## src/hw/rtl/r2fft_pkg.sv

```systemverilog
`default_nettype none

package r2fft_pkg;

    // Fixed field widths of the register file and of the result port.
    localparam int BIN_W      = 10;
    localparam int LOG2_REG_W = 4;
    localparam int CFG_IDX_W  = 1;
    localparam int CFG_DATA_W = 4;

    // Register indexes.
    localparam logic [CFG_IDX_W-1:0] CFG_LOG2_LENGTH = 1'd0;
    localparam logic [CFG_IDX_W-1:0] CFG_INVERSE     = 1'd1;

    localparam logic [LOG2_REG_W-1:0] LOG2_RESET = 4'd10;

    // Request codes.
    localparam logic MODE_LOAD = 1'b0;
    localparam logic MODE_READ = 1'b1;

    // pi/2 in Q60.
    localparam logic [63:0] HALF_PI_Q60 = 64'h1921FB54442D1846;

    // Commands from the controller to the datapath.
    typedef struct packed {
        logic rd;        // read both memory ports and the twiddle table
        logic mul;       // form the four butterfly products
        logic sum;       // combine and round the products
        logic wr_load;   // write a loaded sample
        logic wr_a;      // write the upper butterfly output
        logic wr_b;      // write the lower butterfly output
        logic wr_scale;  // write a word divided by the length
        logic out_cap;   // capture read data into the result register
        logic out_zero;  // present an all-zero, not-ready result
        logic inverse;   // conjugate twiddles
    } t_dp_cmd;

    // Q60 by Q60 product rescaled to Q60 (bits 123:60 of the full product), wrapped to 64 bits.
    function automatic logic [63:0] mul_q60(input logic [63:0] a, input logic [63:0] b);
        logic [127:0] p;
        p = {64'd0, a} * {64'd0, b};
        return p[123:60];
    endfunction

    // Unsigned 64-bit quotient by restoring long division, one bit per step.
    function automatic logic [63:0] udiv64(input logic [63:0] num, input logic [63:0] den);
        logic [63:0] quo;
        logic [64:0] rem;
        quo = '0;
        rem = '0;
        for (int b = 63; b >= 0; b--) begin
            rem = {rem[63:0], num[b]};
            if (rem >= {1'b0, den}) begin
                rem    = rem - {1'b0, den};
                quo[b] = 1'b1;
            end
        end
        return quo;
    endfunction

    // Elaboration-time sine table entry: round(2^tw_frac * sin(pi/2 * m / 2^max_lg)),
    // evaluated with a 15-term Taylor series in Q60.
    function automatic logic [63:0] sine_entry(input int unsigned m,
                                              input int unsigned max_lg,
                                              input int unsigned tw_frac);
        logic [63:0] qtr;
        logic [63:0] mm;
        logic [63:0] t;
        logic [63:0] t2;
        logic [63:0] term;
        logic [63:0] sum;
        logic [63:0] dv;
        int unsigned sh;
        int unsigned i;
        mm   = 64'(m);
        qtr  = 64'd1 << max_lg;
        t    = (HALF_PI_Q60 >> max_lg) * mm
             + (((HALF_PI_Q60 & (qtr - 64'd1)) * mm) >> max_lg);
        t2   = mul_q60(t, t);
        term = t;
        sum  = t;
        for (i = 1; i <= 14; i++) begin
            dv   = 64'(2 * i) * 64'(2 * i + 1);
            term = udiv64(mul_q60(term, t2), dv);
            if (i[0]) begin
                sum = sum - term;
            end else begin
                sum = sum + term;
            end
        end
        sh = 60 - tw_frac;
        return (sum + (64'd1 << (sh - 1))) >> sh;
    endfunction

endpackage

`default_nettype wire

```

## src/hw/rtl/r2fft_ctrl.sv

```systemverilog
`default_nettype none

module r2fft_ctrl
    import r2fft_pkg::*;
#(
    parameter int MAX_LOG2_LENGTH = 10,
    localparam int LGW = $clog2(MAX_LOG2_LENGTH + 1)
) (
    input  wire                        i_clk,
    input  wire                        i_rst_n,
    input  wire                        i_in_valid,
    output logic                       o_in_stall,
    input  wire                        i_mode,
    input  wire                        i_cfg_we,
    input  wire [CFG_IDX_W-1:0]        i_cfg_index,
    input  wire [CFG_DATA_W-1:0]       i_cfg_data,
    input  wire                        i_out_valid,
    output t_dp_cmd                    o_cmd,
    output logic [MAX_LOG2_LENGTH-1:0] o_addr_a,
    output logic [MAX_LOG2_LENGTH-1:0] o_addr_b,
    output logic [MAX_LOG2_LENGTH:0]   o_twid_k,
    output logic [LGW-1:0]             o_scale_lg,
    output logic [BIN_W-1:0]           o_bin,
    output logic                       o_last
);

    localparam int AW = MAX_LOG2_LENGTH;
    localparam int KW = MAX_LOG2_LENGTH + 1;
    localparam logic [AW-1:0] ALL1 = {AW{1'b1}};

    localparam logic [3:0] S_IDLE   = 4'd0;
    localparam logic [3:0] S_BF_RD  = 4'd1;
    localparam logic [3:0] S_BF_MUL = 4'd2;
    localparam logic [3:0] S_BF_SUM = 4'd3;
    localparam logic [3:0] S_BF_WA  = 4'd4;
    localparam logic [3:0] S_BF_WB  = 4'd5;
    localparam logic [3:0] S_SC_RD  = 4'd6;
    localparam logic [3:0] S_SC_WR  = 4'd7;
    localparam logic [3:0] S_OUT    = 4'd8;

    logic [3:0]            r_state;
    logic [LOG2_REG_W-1:0] r_log2_len;
    logic                  r_inv_cfg;
    logic                  r_inv;
    logic [AW-1:0]         r_load_cnt;
    logic [AW-1:0]         r_read_cnt;
    logic                  r_done;
    logic [LGW-1:0]        r_stage;
    logic [AW-1:0]         r_cnt;
    logic [BIN_W-1:0]      r_bin;
    logic                  r_last;

    logic [LGW-1:0] w_lg;
    logic [AW-1:0]  w_mask;
    logic [AW-1:0]  w_rev;
    logic [AW-1:0]  w_load_addr;
    logic [AW-1:0]  w_read_idx;
    logic [AW-1:0]  w_jmask;
    logic [AW-1:0]  w_j;
    logic [AW-1:0]  w_i0;
    logic [AW-1:0]  w_i1;
    logic           w_accept;
    logic           w_bf_last;
    logic           w_stage_last;

    assign w_lg = (int'(r_log2_len) > MAX_LOG2_LENGTH) ? LGW'(MAX_LOG2_LENGTH)
                                                       : LGW'(r_log2_len);
    assign w_mask = ALL1 >> (AW - int'(w_lg));

    always_comb begin
        for (int b = 0; b < AW; b++) begin
            w_rev[b] = r_load_cnt[AW-1-b];
        end
    end

    assign w_load_addr = w_rev >> (AW - int'(w_lg));
    assign w_read_idx  = r_read_cnt & w_mask;

    // Butterfly pair inside the current stage: a zero bit is inserted at the
    // stage position of the butterfly count.
    assign w_jmask = ALL1 >> (AW - int'(r_stage) + 1);
    assign w_j     = r_cnt & w_jmask;
    assign w_i0    = ((r_cnt & ~w_jmask) << 1) | w_j;
    assign w_i1    = w_i0 | (w_jmask + AW'(1));
    assign o_twid_k = KW'(w_j) << (MAX_LOG2_LENGTH + 2 - int'(r_stage));

    assign w_bf_last    = r_cnt == (w_mask >> 1);
    assign w_stage_last = r_stage == w_lg;

    assign o_in_stall = (r_state != S_IDLE) || i_out_valid;
    assign w_accept   = i_in_valid && !o_in_stall;
    assign o_scale_lg = w_lg;
    assign o_bin      = r_bin;
    assign o_last     = r_last;
    assign o_addr_b   = w_i1;

    always_comb begin
        o_addr_a = w_i0;
        case (r_state)
            S_IDLE: begin
                o_addr_a = (i_mode == MODE_LOAD) ? w_load_addr : w_read_idx;
            end
            S_SC_RD, S_SC_WR: begin
                o_addr_a = r_cnt;
            end
            default: begin
                o_addr_a = w_i0;
            end
        endcase
    end

    always_comb begin
        o_cmd         = '0;
        o_cmd.inverse = r_inv;
        case (r_state)
            S_IDLE: begin
                if (w_accept) begin
                    if (i_mode == MODE_LOAD) begin
                        o_cmd.wr_load = 1'b1;
                    end else if (r_done) begin
                        o_cmd.rd = 1'b1;
                    end else begin
                        o_cmd.out_zero = 1'b1;
                    end
                end
            end
            S_BF_RD:  o_cmd.rd       = 1'b1;
            S_BF_MUL: o_cmd.mul      = 1'b1;
            S_BF_SUM: o_cmd.sum      = 1'b1;
            S_BF_WA:  o_cmd.wr_a     = 1'b1;
            S_BF_WB:  o_cmd.wr_b     = 1'b1;
            S_SC_RD:  o_cmd.rd       = 1'b1;
            S_SC_WR:  o_cmd.wr_scale = 1'b1;
            S_OUT:    o_cmd.out_cap  = 1'b1;
            default:  o_cmd.out_cap  = 1'b0;
        endcase
    end

    always_ff @(posedge i_clk) begin
        if (!i_rst_n) begin
            r_state    <= S_IDLE;
            r_log2_len <= LOG2_RESET;
            r_inv_cfg  <= 1'b0;
            r_inv      <= 1'b0;
            r_load_cnt <= '0;
            r_read_cnt <= '0;
            r_done     <= 1'b0;
            r_stage    <= '0;
            r_cnt      <= '0;
            r_bin      <= '0;
            r_last     <= 1'b0;
        end else begin
            case (r_state)
                S_IDLE: begin
                    if (w_accept && i_mode == MODE_LOAD) begin
                        if (r_done) begin
                            r_done     <= 1'b0;
                            r_read_cnt <= '0;
                        end
                        if (r_load_cnt == w_mask) begin
                            r_load_cnt <= '0;
                            if (w_lg == '0) begin
                                r_done     <= 1'b1;
                                r_read_cnt <= '0;
                            end else begin
                                r_state <= S_BF_RD;
                                r_stage <= LGW'(1);
                                r_cnt   <= '0;
                                r_inv   <= r_inv_cfg;
                            end
                        end else begin
                            r_load_cnt <= r_load_cnt + AW'(1);
                        end
                    end else if (w_accept && r_done) begin
                        r_bin      <= BIN_W'(w_read_idx);
                        r_last     <= w_read_idx == w_mask;
                        r_read_cnt <= (w_read_idx == w_mask) ? '0 : w_read_idx + AW'(1);
                        r_state    <= S_OUT;
                    end
                end
                S_OUT:    r_state <= S_IDLE;
                S_BF_RD:  r_state <= S_BF_MUL;
                S_BF_MUL: r_state <= S_BF_SUM;
                S_BF_SUM: r_state <= S_BF_WA;
                S_BF_WA:  r_state <= S_BF_WB;
                S_BF_WB: begin
                    if (!w_bf_last) begin
                        r_cnt   <= r_cnt + AW'(1);
                        r_state <= S_BF_RD;
                    end else if (!w_stage_last) begin
                        r_cnt   <= '0;
                        r_stage <= r_stage + LGW'(1);
                        r_state <= S_BF_RD;
                    end else if (r_inv) begin
                        r_cnt   <= '0;
                        r_state <= S_SC_RD;
                    end else begin
                        r_done     <= 1'b1;
                        r_read_cnt <= '0;
                        r_state    <= S_IDLE;
                    end
                end
                S_SC_RD: r_state <= S_SC_WR;
                S_SC_WR: begin
                    if (r_cnt == w_mask) begin
                        r_done     <= 1'b1;
                        r_read_cnt <= '0;
                        r_state    <= S_IDLE;
                    end else begin
                        r_cnt   <= r_cnt + AW'(1);
                        r_state <= S_SC_RD;
                    end
                end
                default: r_state <= S_IDLE;
            endcase

            if (i_cfg_we && i_cfg_index == CFG_LOG2_LENGTH) begin
                r_log2_len <= i_cfg_data[LOG2_REG_W-1:0];
                r_load_cnt <= '0;
                r_read_cnt <= '0;
                r_done     <= 1'b0;
            end else if (i_cfg_we && i_cfg_index == CFG_INVERSE) begin
                r_inv_cfg <= i_cfg_data[0];
            end
        end
    end

endmodule

`default_nettype wire

```

## config.mk

```make
export PLATFORM = sky130hd
export DESIGN_NAME = r2fft_ctrl
export DESIGN_NICKNAME = d
export VERILOG_FILES = /design/src/hw/rtl/r2fft_pkg.sv /design/src/hw/rtl/r2fft_ctrl.sv
export SDC_FILE = /design/constraint.sdc
export NUM_CORES = 1
export LEC_CHECK = 0
export BUFFER_PORTS_ARGS = -buffer_cell sky130_fd_sc_hd__buf_2
export CAP_MARGIN = 15
export CORE_MARGIN = 4
export CORE_UTILIZATION = 40
export DETAILED_ROUTE_END_ITERATION = 6
export PLACE_DENSITY_LB_ADDON = 0.25
export SYNTH_ARGS = -nofsm -noshare
export SYNTH_HDL_FRONTEND = slang
export SYNTH_SLANG_ARGS = --single-unit
```

## constraint.sdc

```tcl
create_clock -name i_clk -period 4.26 [get_ports i_clk]
set_input_delay 0.426 -clock i_clk [delete_from_list [all_inputs] [get_ports i_clk]]
set_output_delay 0.426 -clock i_clk [all_outputs]
set_load 0.02 [all_outputs]
```

Yosys cells after proc, flatten, opt, wreduce, memory -nomap -nowiden --
Cells that the tools add are included.
Word-level totals: register bits 56, input port bits 11, output and inout bits 57, word-level logic and storage cells 148
Operators by class: $add $sub $neg 9, $lt $le $gt $ge 1, equal/unequal tests 26, shifts and indexed selects 4, muxes and demuxes 61, bitwise logic cells 12, reduce and logical (&&, ||, !) cells 24
Operators by type and width (count):
- 10-bit 2-to-1 mux | 19
- 10-bit by 32-bit >> shifter with 10-bit output (first input constant) | 2
- 10-bit case mux with 3 select lines | 2
- 10-bit by 1-bit adder with 10-bit output (second input constant) | 4
- 4-bit 2-to-1 mux | 8
- 4-bit case mux with 8 select lines | 1
- 10-bit by 32-bit left shift with 11-bit output | 1
- 10-bit by 32-bit >> shifter with 10-bit output | 1
- 10-bit == test | 3
- 6-bit AND reduction | 4
- 1-bit 2-to-1 mux | 23
- 10-bit bitwise AND | 2
- 10-bit bitwise OR | 2
- 10-bit case mux with 2 select lines | 1
- 2-bit != test (second input constant) | 9
- 4-bit by 3-bit == test with 1-bit output (second input constant) | 4
- 4-bit by 4-bit subtractor with 5-bit output (first input constant) | 3
- 3-bit 2-to-1 mux | 4
- 10-bit by 9-bit == test with 1-bit output | 1
- 9-bit bitwise AND | 1
- 3-bit != test (second input constant) | 3
- 9-bit inverter | 1
- 4-bit by 2-bit == test with 1-bit output (second input constant) | 2
- 4-bit zero test | 2
- 21 further kinds | 34

Depth between registers and ports, before layout --
Gate-level depths: netlist of the first run.
depth after elaboration 10, depth in mapped cells 18, gate-level depth less buffers 15

Worst setup path before layout of the first run --
No wires, ideal clock.
path kind register -> register, from register r_log2_len[1], to register r_stage[3], setup time 123 ps, arrival time 4108 ps, data required time 4137 ps, slack 28 ps, stages on the path, launching flop included 17, buffers on the path 4, clock period less this slack 4232 ps, cell sequence dfxtp_1 -> buf_4 -> o21ai_1 -> nand2_1 -> buf_1 -> inv_1 -> ha_1 -> buf_4 -> buf_4 -> o21ai_0 -> nand2_2 -> xnor2_1 -> or3b_2 -> or4_4 -> a22oi_4 -> nand4_1 -> mux2_1
Between the ends: cells in the longest elaborated chain, start to end 7, elaborated cells between the ends (all ways) 13, those cells by class add/sub: 1; order compare: 1; eq/ne: 7; shift: 1; mux: 1; reduce/logical: 2
Ends and longest elaborated chain:
- start, declared | RTL line r2fft_ctrl.sv:42 | logic [LOG2_REG_W-1:0] r_log2_len;
- start signal, assigned | RTL line r2fft_ctrl.sv:218 | r_log2_len <= i_cfg_data[LOG2_REG_W-1:0];
- 4-bit greater-than comparator (*) | RTL line r2fft_ctrl.sv:66 | assign w_lg = (int'(r_log2_len) > MAX_LOG2_LENGTH) ? LGW'(MAX_LOG2_LENGTH)
- 4-bit 2-to-1 mux (*) | RTL line r2fft_ctrl.sv:66
- via o_scale_lg[0] | RTL line r2fft_ctrl.sv:22 | output logic [LGW-1:0] o_scale_lg,
- 4-bit by 4-bit subtractor with 5-bit output | RTL line r2fft_ctrl.sv:68 | assign w_mask = ALL1 >> (AW - int'(w_lg));
- 10-bit by 32-bit >> shifter with 10-bit output | RTL line r2fft_ctrl.sv:68
- 10-bit == test or 10-bit by 9-bit == test with 1-bit output (tied branches) | RTL line r2fft_ctrl.sv:160, r2fft_ctrl.sv:87
- 2-bit != test (no line)
- 6-bit AND reduction (no line) (*)
- end signal, assigned | RTL line r2fft_ctrl.sv:192 | r_stage <= r_stage + LGW'(1);
- end, declared | RTL line r2fft_ctrl.sv:48 | logic [LGW-1:0] r_stage;
Mark *: on every way through the listed nets, which the timed path passes. The rest lies on a longest branch. A chain may end at the register's enable or synchronous reset.

Worst setup path after layout of the first run --
from register r_stage[0], to output port o_twid_k[6]
Between the ends: cells in the longest elaborated chain, start to end 5, elaborated cells between the ends (all ways) 6, those cells by class add/sub: 3; shift: 2; bitwise: 1
Ends and longest elaborated chain:
- 4-bit by 4-bit subtractor with 5-bit output | RTL line r2fft_ctrl.sv:81 | assign w_jmask = ALL1 >> (AW - int'(r_stage) + 1);
- 5-bit by 2-bit adder with 6-bit output | RTL line r2fft_ctrl.sv:81
- 10-bit by 32-bit >> shifter with 10-bit output | RTL line r2fft_ctrl.sv:81
- 10-bit bitwise AND | RTL line r2fft_ctrl.sv:82 | assign w_j = r_cnt & w_jmask;
- 10-bit by 32-bit left shift with 11-bit output (*) | RTL line r2fft_ctrl.sv:85 | assign o_twid_k = KW'(w_j) << (MAX_LOG2_LENGTH + 2 - int'(r_stage));
- end, declared | RTL line r2fft_ctrl.sv:21 | output logic [MAX_LOG2_LENGTH:0] o_twid_k,
Every way passes the cells marked *; elsewhere a longest branch is shown, timed or not.

==> results of run 1 <==
-- cell usage in the layout (no fill, tap or decap), drive strengths merged, types with 19 or more instances in the layout --
cell type  instances
nand2b            20
inv               23
nand3             21
o21ai             42
buf               93
a21oi             60
dfxtp             56
nor2              92
mux2i             30
xnor2             19
nand2             83
-- final cells by class --
| type | instances | area share |
|---|---|---|
| well taps | 172 | 0.0366 |
| flip-flops and latches | 56 | 0.191 |
| clock inverters | 2 | 0.00659 |
| multi-input cells | 596 | 0.637 |
| inverters | 24 | 0.0153 |
| repair buffers | 93 | 0.0902 |
| clock buffers | 6 | 0.0236 |
-- path summary, 6_finish.rpt --
kind,from,endpoint,slack [ns],cells after the start
min reg2reg,r_inv_cfg,r_inv_cfg,0.46,2
min,i_cfg_data[1],r_log2_len[1],0.35,3
max,r_stage[0],o_twid_k[6],0.26,13
max reg2reg,r_log2_len[1],r_stage[3],0.29,13
-- per-stage QoR --
step / hold slack (ns) / util / power (mW) / cell area (µm²)
after floorplan: 0.436 / - / 0.659 / 5180
after global placement: 0.443 / 0.449 / 0.714 / 5690
after detailed placement: 0.454 / 0.449 / 0.715 / 5690
after CTS: 0.353 / 0.463 / 1.21 / 5860
after global routing: 0.356 / 0.464 / 1.26 / 5880
final: 0.350 / 0.464 / 1.21 / 5880
-- power by group through the flow --
stage	Clock, mW	Combinational (mW)	Sequential [mW]
2_1_floorplan	0	0.116	0.543
3_3_place_gp	0	0.171	0.543
3_5_place_dp	0	0.172	0.543
4_1_cts	0.511	0.173	0.531
5_1_grt	0.533	0.191	0.531
6_report	0.504	0.177	0.531
-- registers in the layout, summed over array words and instances, names as in the netlist --
name / flops
o_bin: 10
o_last: 1
r_cnt: 10
r_done: 1
r_inv: 1
r_inv_cfg: 1
r_load_cnt: 10
r_log2_len: 4
r_read_cnt: 10
r_stage: 4
r_state: 4
-- synth_stat cells (3+ instances only) --
master      n
nor2_1     92
nand2_1    81
a21oi_1    59
dfxtp_1    56
clkbuf_1   40
o21ai_0    40
mux2i_1    30
inv_1      23
nand3_1    21
nand2b_1   20
xnor2_1    19
and3_1     18
xor2_1     14
a21o_1     13
nor2b_1     9
nor3_1      9
o22ai_1     9
a221oi_1    8
a311oi_1    8
ha_1        8
nand4_1     8
and2_1      7
nor4_1      7
a211oi_1    6
a22o_1      6
mux2_2      6
o2111ai_1   6
a22oi_1     5
a31oi_1     5
buf_1       5
buf_2       5
buf_4       5
o21a_1      5
nand3b_1    4
o31ai_1     4
o211ai_1    3
o2bb2ai_1   3
-- worst register-to-register path, stage by stage, from the launching register on --
cell       delay (ns)
dfxtp_1          0.31
o21ai_1          0.17
nand2_1          0.16
ha_2             0.50
buf_4            0.21
inv_1            0.12
and3_1           0.22
o21ai_0          0.20
o2111ai_1        0.14
or4b_4           0.58
or4_4            0.52
a22oi_4          0.26
nand4_1          0.14
mux2_1           0.34
-- routing by layer --
metal	vias up	global-route usage	wire [µm]
li1	2746	-	-
met1	2700	0.339	8000
met2	349	0.396	8120
met3	53	0.0446	1810
met4	0	0.0875	666
met5	-	0	0
-- cells by family (layout without fill, tap and decap cells) --
group / count (synthesis) / after routing / synth area share
DFF: 56 / 56 / 0.216
buffers and inverters: 80 / 125 / 0.0642
and+or+nand+nor: 298 / 298 / 0.281
xor gates and xnor gates: 33 / 33 / 0.0558
muxes: 37 / 37 / 0.0731
adders and majority gates: 8 / 8 / 0.0193
AOI/OAI and AO/OA: 220 / 220 / 0.290
==> impl_metrics.toml, run 1 <==
[global_route]
grt_pass1_vias = 5422
grt_first_pass_wirelength_um = 29600
gr-total-overflow = 0
gr-usage-all-layers = 0.249
grt_max_degree = 27
antenna_found_initial = 0

[drt]
drtIter0Drc = 662
avgRoutedWirePerCell_um = 19.6
postRouteAntennaNets = 0
finalWirelength_um = 18600
drc = 0
via_per_inst = 6.16
drt_pass1_iterations = 6
via_count = 5848

[worst_setup_path]
cpMaxStageDelayCell = "ha_1"
crit_top_cell = "buf_4"
worstSetupPathType = "flip-flop to output pin"
critPathMaxFanout = 19
worstPathArrival_ns = 3.57
critPathBufInv = 3
path_cells = "buf_4 > ha_1 > nand2b_1 > o22ai_1 > a222oi_1 > buf_4 > a31oi_1 > nand2_1 > mux2_2 > a21oi_1 > nor2_1 > a211oi_1 > buf_2"
end_kind = "output pin"
crit_family = "compound AO/OA/AOI/OAI gates"
cpPeakStageDelay_ns = 0.45
required_ns = 3.83
cp-start-kind = "flip-flop"

[sta]
final-setup-viol-count = 0
drv_slew = 0
fin_setup_tns_ns = 0
min_period_over_period = 0.938
setup_slack_ns = 0.262
tightestPinTransition_ns = 1.11
rsz0062_at_grt = "false"
slew_headroom = 0.254
hold_viol = 0
skew_ns = 0.00808
fmax_mhz = 250
layout_min_cycle_time_ns = 4.00

[synthesis]
yosysWarnings = 0
ys_ff_latch = 56
synth_area_um2 = 5180
synth_nets = 751
synth_top_cell_area_share = 0.216
syn-instance-count = 732
synth_edf_count = 0
ys_async_sr_fraction = 0
ys_seq_area_frac = 0.216
synth_area_per_cell_um2 = 7.08
synth_cell_types = 86
ys.flop_type = "dfxtp_1"
synth_area_leaders = "dfxtp_1 22%, nor2_1 6.7%, nand2_1 5.9%"
synth_top_area_cell = "dfxtp_1"

[power]
p_sw_frac = 0.271
p_leak_nw = 2.45
p_comb_frac = 0.146
clockPowerShare = 0.416
seq_power_share = 0.438
power_density_nw_per_um2 = 206
p_int_uw = 884
peakVddDrop_mv = 0.139
power_switching_uw = 328

[final_layout]
syn_to_final_growth_pct = 13.5
nets = 795
n_fill_cell = 1314
drive_gt1_frac = 0.167
multiInputGateArea_um2 = 3750
seq_area_um2 = 1120
stdcell_count = 949
n_antenna_cell = 0

[place]
placed_cells = 941
io_buffers = 67
dpl_worst_slack_ns = 0.282
gp_congestion = 1.02
post-dp-hpwl_um = 14300

[floorplan]
ios = 68
fp.dieArea_um2 = 14800
coreArea_um2 = 12700
die_w_um = 122
rows = 41
start_util = 0.409
die_h_um = 122

[cts]
cts-resized-gates = 0
clock-root-buffer = "clkbuf_16"
cts_setup_buffers = 0
worstSkewPairLatency_ns = 0.30
cts.sinks = 56
h-tree-depth = 2
cts_tree = "built"
clockBufferDepth = 2
holdBufCountCts = 0
path_clk_slew_ns = 0.08
cts_made_buffers = 5

[run]
drv_cap = 0

[min_path]
min-delay-path-class = "primary input to flip-flop"

[outcome]
run_status = "completed"
Power figures use the tool's default switching activity.
==> inputs of run 2 (changes only) <==
--- a/config.mk
+++ b/config.mk
@@ -11,6 +11,7 @@
 export CORE_UTILIZATION = 40
 export DETAILED_ROUTE_END_ITERATION = 6
 export PLACE_DENSITY_LB_ADDON = 0.25
+export RECOVER_POWER = 50
 export SYNTH_ARGS = -nofsm -noshare
 export SYNTH_HDL_FRONTEND = slang
 export SYNTH_SLANG_ARGS = --single-unit
==> run 2 against run 1 <==
Via count down 0.12%. Non-clock buffer count unchanged. Global-route usage unchanged. Combinational power about the same. Count of clock-buffer cells in the layout unchanged. Fmax down 0.51%. Sequential power about the same. Clock skew down 0.0020 ns. Setup slack worse by 0.020 ns. Core utilization down 0.35 points. Highest routed layer unchanged.
==> impl_metrics.toml, run 2 (same netlist as run 1, synthesis figures left out) <==
[cts]
cts_setup_buffers = 0
path_clk_slew_ns = 0.07
holdBufCountCts = 0
h-tree-depth = 2
cts_made_buffers = 5
cts_tree = "built"
cts.sinks = 56
clock-root-buffer = "clkbuf_16"
clockBufferDepth = 2
worstSkewPairLatency_ns = 0.30

[worst_setup_path]
path_cells = "buf_4 > ha_1 > nand2b_1 > o22ai_1 > a222oi_1 > buf_4 > a31oi_1 > nand2_1 > mux2_2 > a21oi_1 > nor2_1 > a211oi_1 > buf_2"
required_ns = 3.83
cpPeakStageDelay_ns = 0.46
worstSetupPathType = "flip-flop to output pin"
critPathMaxFanout = 19
r2r-start = "r_log2_len[1]"
crit_start = "r_stage[0]"
end_kind = "output pin"
reg2reg_depth = 13
worstPathArrival_ns = 3.59
cpMaxStageDelayCell = "ha_1"
crit_top_cell = "buf_4"
critPathBufInv = 3
cp-start-kind = "flip-flop"
crit_family = "compound AO/OA/AOI/OAI gates"
ff2ff_setup_slack_ns = 0.29
reg2reg_to = "r_stage[3]"

[power]
power_density_nw_per_um2 = 208
peakVddDrop_mv = 0.139
total_power_mw = 1.21
p_leak_nw = 2.31

[sta]
fin_setup_tns_ns = 0
hold_viol = 0
drv_slew = 0
layout_min_cycle_time_ns = 4.02
skew_ns = 0.00607
min_period_over_period = 0.943
holdWs_ns = 0.350
rsz0062_at_grt = "false"
tightestPinTransition_ns = 1.11
setup_slack_ns = 0.242
final-setup-viol-count = 0
slew_headroom = 0.249
fmax_mhz = 249

[drt]
finalWirelength_um = 18700
avgRoutedWirePerCell_um = 19.7
drt_pass1_iterations = 5
drtIter0Drc = 593
postRouteAntennaNets = 0
drc = 0
via_count = 5841
via_per_inst = 6.15

[global_route]
antenna_found_initial = 0
gr-total-overflow = 0
grt_first_pass_wirelength_um = 29600
gr-usage-all-layers = 0.249
grt_pass1_vias = 5422
grt_max_degree = 27

[min_path]
min_from = "i_cfg_data[1]"
hold_end = "r_log2_len[1]"
min_path_cells = 3
min-delay-path-class = "primary input to flip-flop"

[final_layout]
final_common_cell = "nor2_1"
drive_gt1_frac = 0.125
n_fill_cell = 1335
final_cell_area_um2 = 5840
syn_to_final_growth_pct = 12.6
final_cell_mix = "92 x nor2_1, 81 x nand2_1, 58 x a21oi_1, 56 x dfxtp_1, 40 x o21ai_0"
seq_area_um2 = 1120
nets = 795
multiInputGateArea_um2 = 3750
n_antenna_cell = 0

[outcome]
run_status = "completed"

[place]
gp_congestion = 1.02
post-dp-hpwl_um = 14300
dpl_worst_slack_ns = 0.282
io_buffers = 67
placed_area_um2 = 5690

[floorplan]
fp.dieArea_um2 = 14800
die_h_um = 122
coreArea_um2 = 12700
ios = 68
start_util = 0.409
die_w_um = 122
rows = 41

[run]
drv_cap = 0
==> run 2: through the flow <==
step	cells	utilization
floorplan	732	-
global placement	941	0.449
detailed placement	941	0.449
CTS	949	0.463
global route	949	0.461
finish	949	0.461
==> run 2: worst max path at each step <==
stage	cells past startpoint	to	slack, ns
global route	15	r_read_cnt[1]	0.01
floorplan	16	r_stage[3]	0.03
CTS	13	r_stage[3]	0.26
finish	13	o_twid_k[6]	0.24
detailed placement	13	r_stage[3]	0.28
global placement	15	r_read_cnt[6]	0.40
==> run 2: layer usage <==
metal	GRT usage	vias to the layer above	wire, µm
met1	0.339	2705	8130
met3	0.0446	56	1690
li1	-	2747	-
met4	0.0875	0	692
met2	0.396	333	8170
met5	0	-	0
==> run 2: area by class of cell <==
cell class | instances | area share
Sequential cell | 56 | 0.192
Multi-Input combinational cell | 596 | 0.642
Clock inverter | 2 | 0.00664
Tap cell | 172 | 0.0369
Timing Repair Buffer | 93 | 0.0834
Clock buffer | 6 | 0.0238
Inverter | 24 | 0.0154
==> run 2: what timing repair did <==
action / CTS / global route
endpoints found under the setup margin: 0 / 18
hold endpoints to repair: 0 / 0
resized for setup: 0 / 5
==> run 2: worst min-delay path, delay by kind of cell <==
kind	cells	cell delay (ns)
AND/OR/NAND/NOR	1	0.06
multiplexers	1	0.06
buffers and inverters	1	0.08
==> run 2: power by group <==
group,switching [mW],leakage (nW),internal [mW],total [mW]
clock network,0.209,0.0871,0.295,0.504
registers,0.00394,0.452,0.527,0.531
logic,0.116,1.77,0.0608,0.177
total,0.329,2.31,0.883,1.21
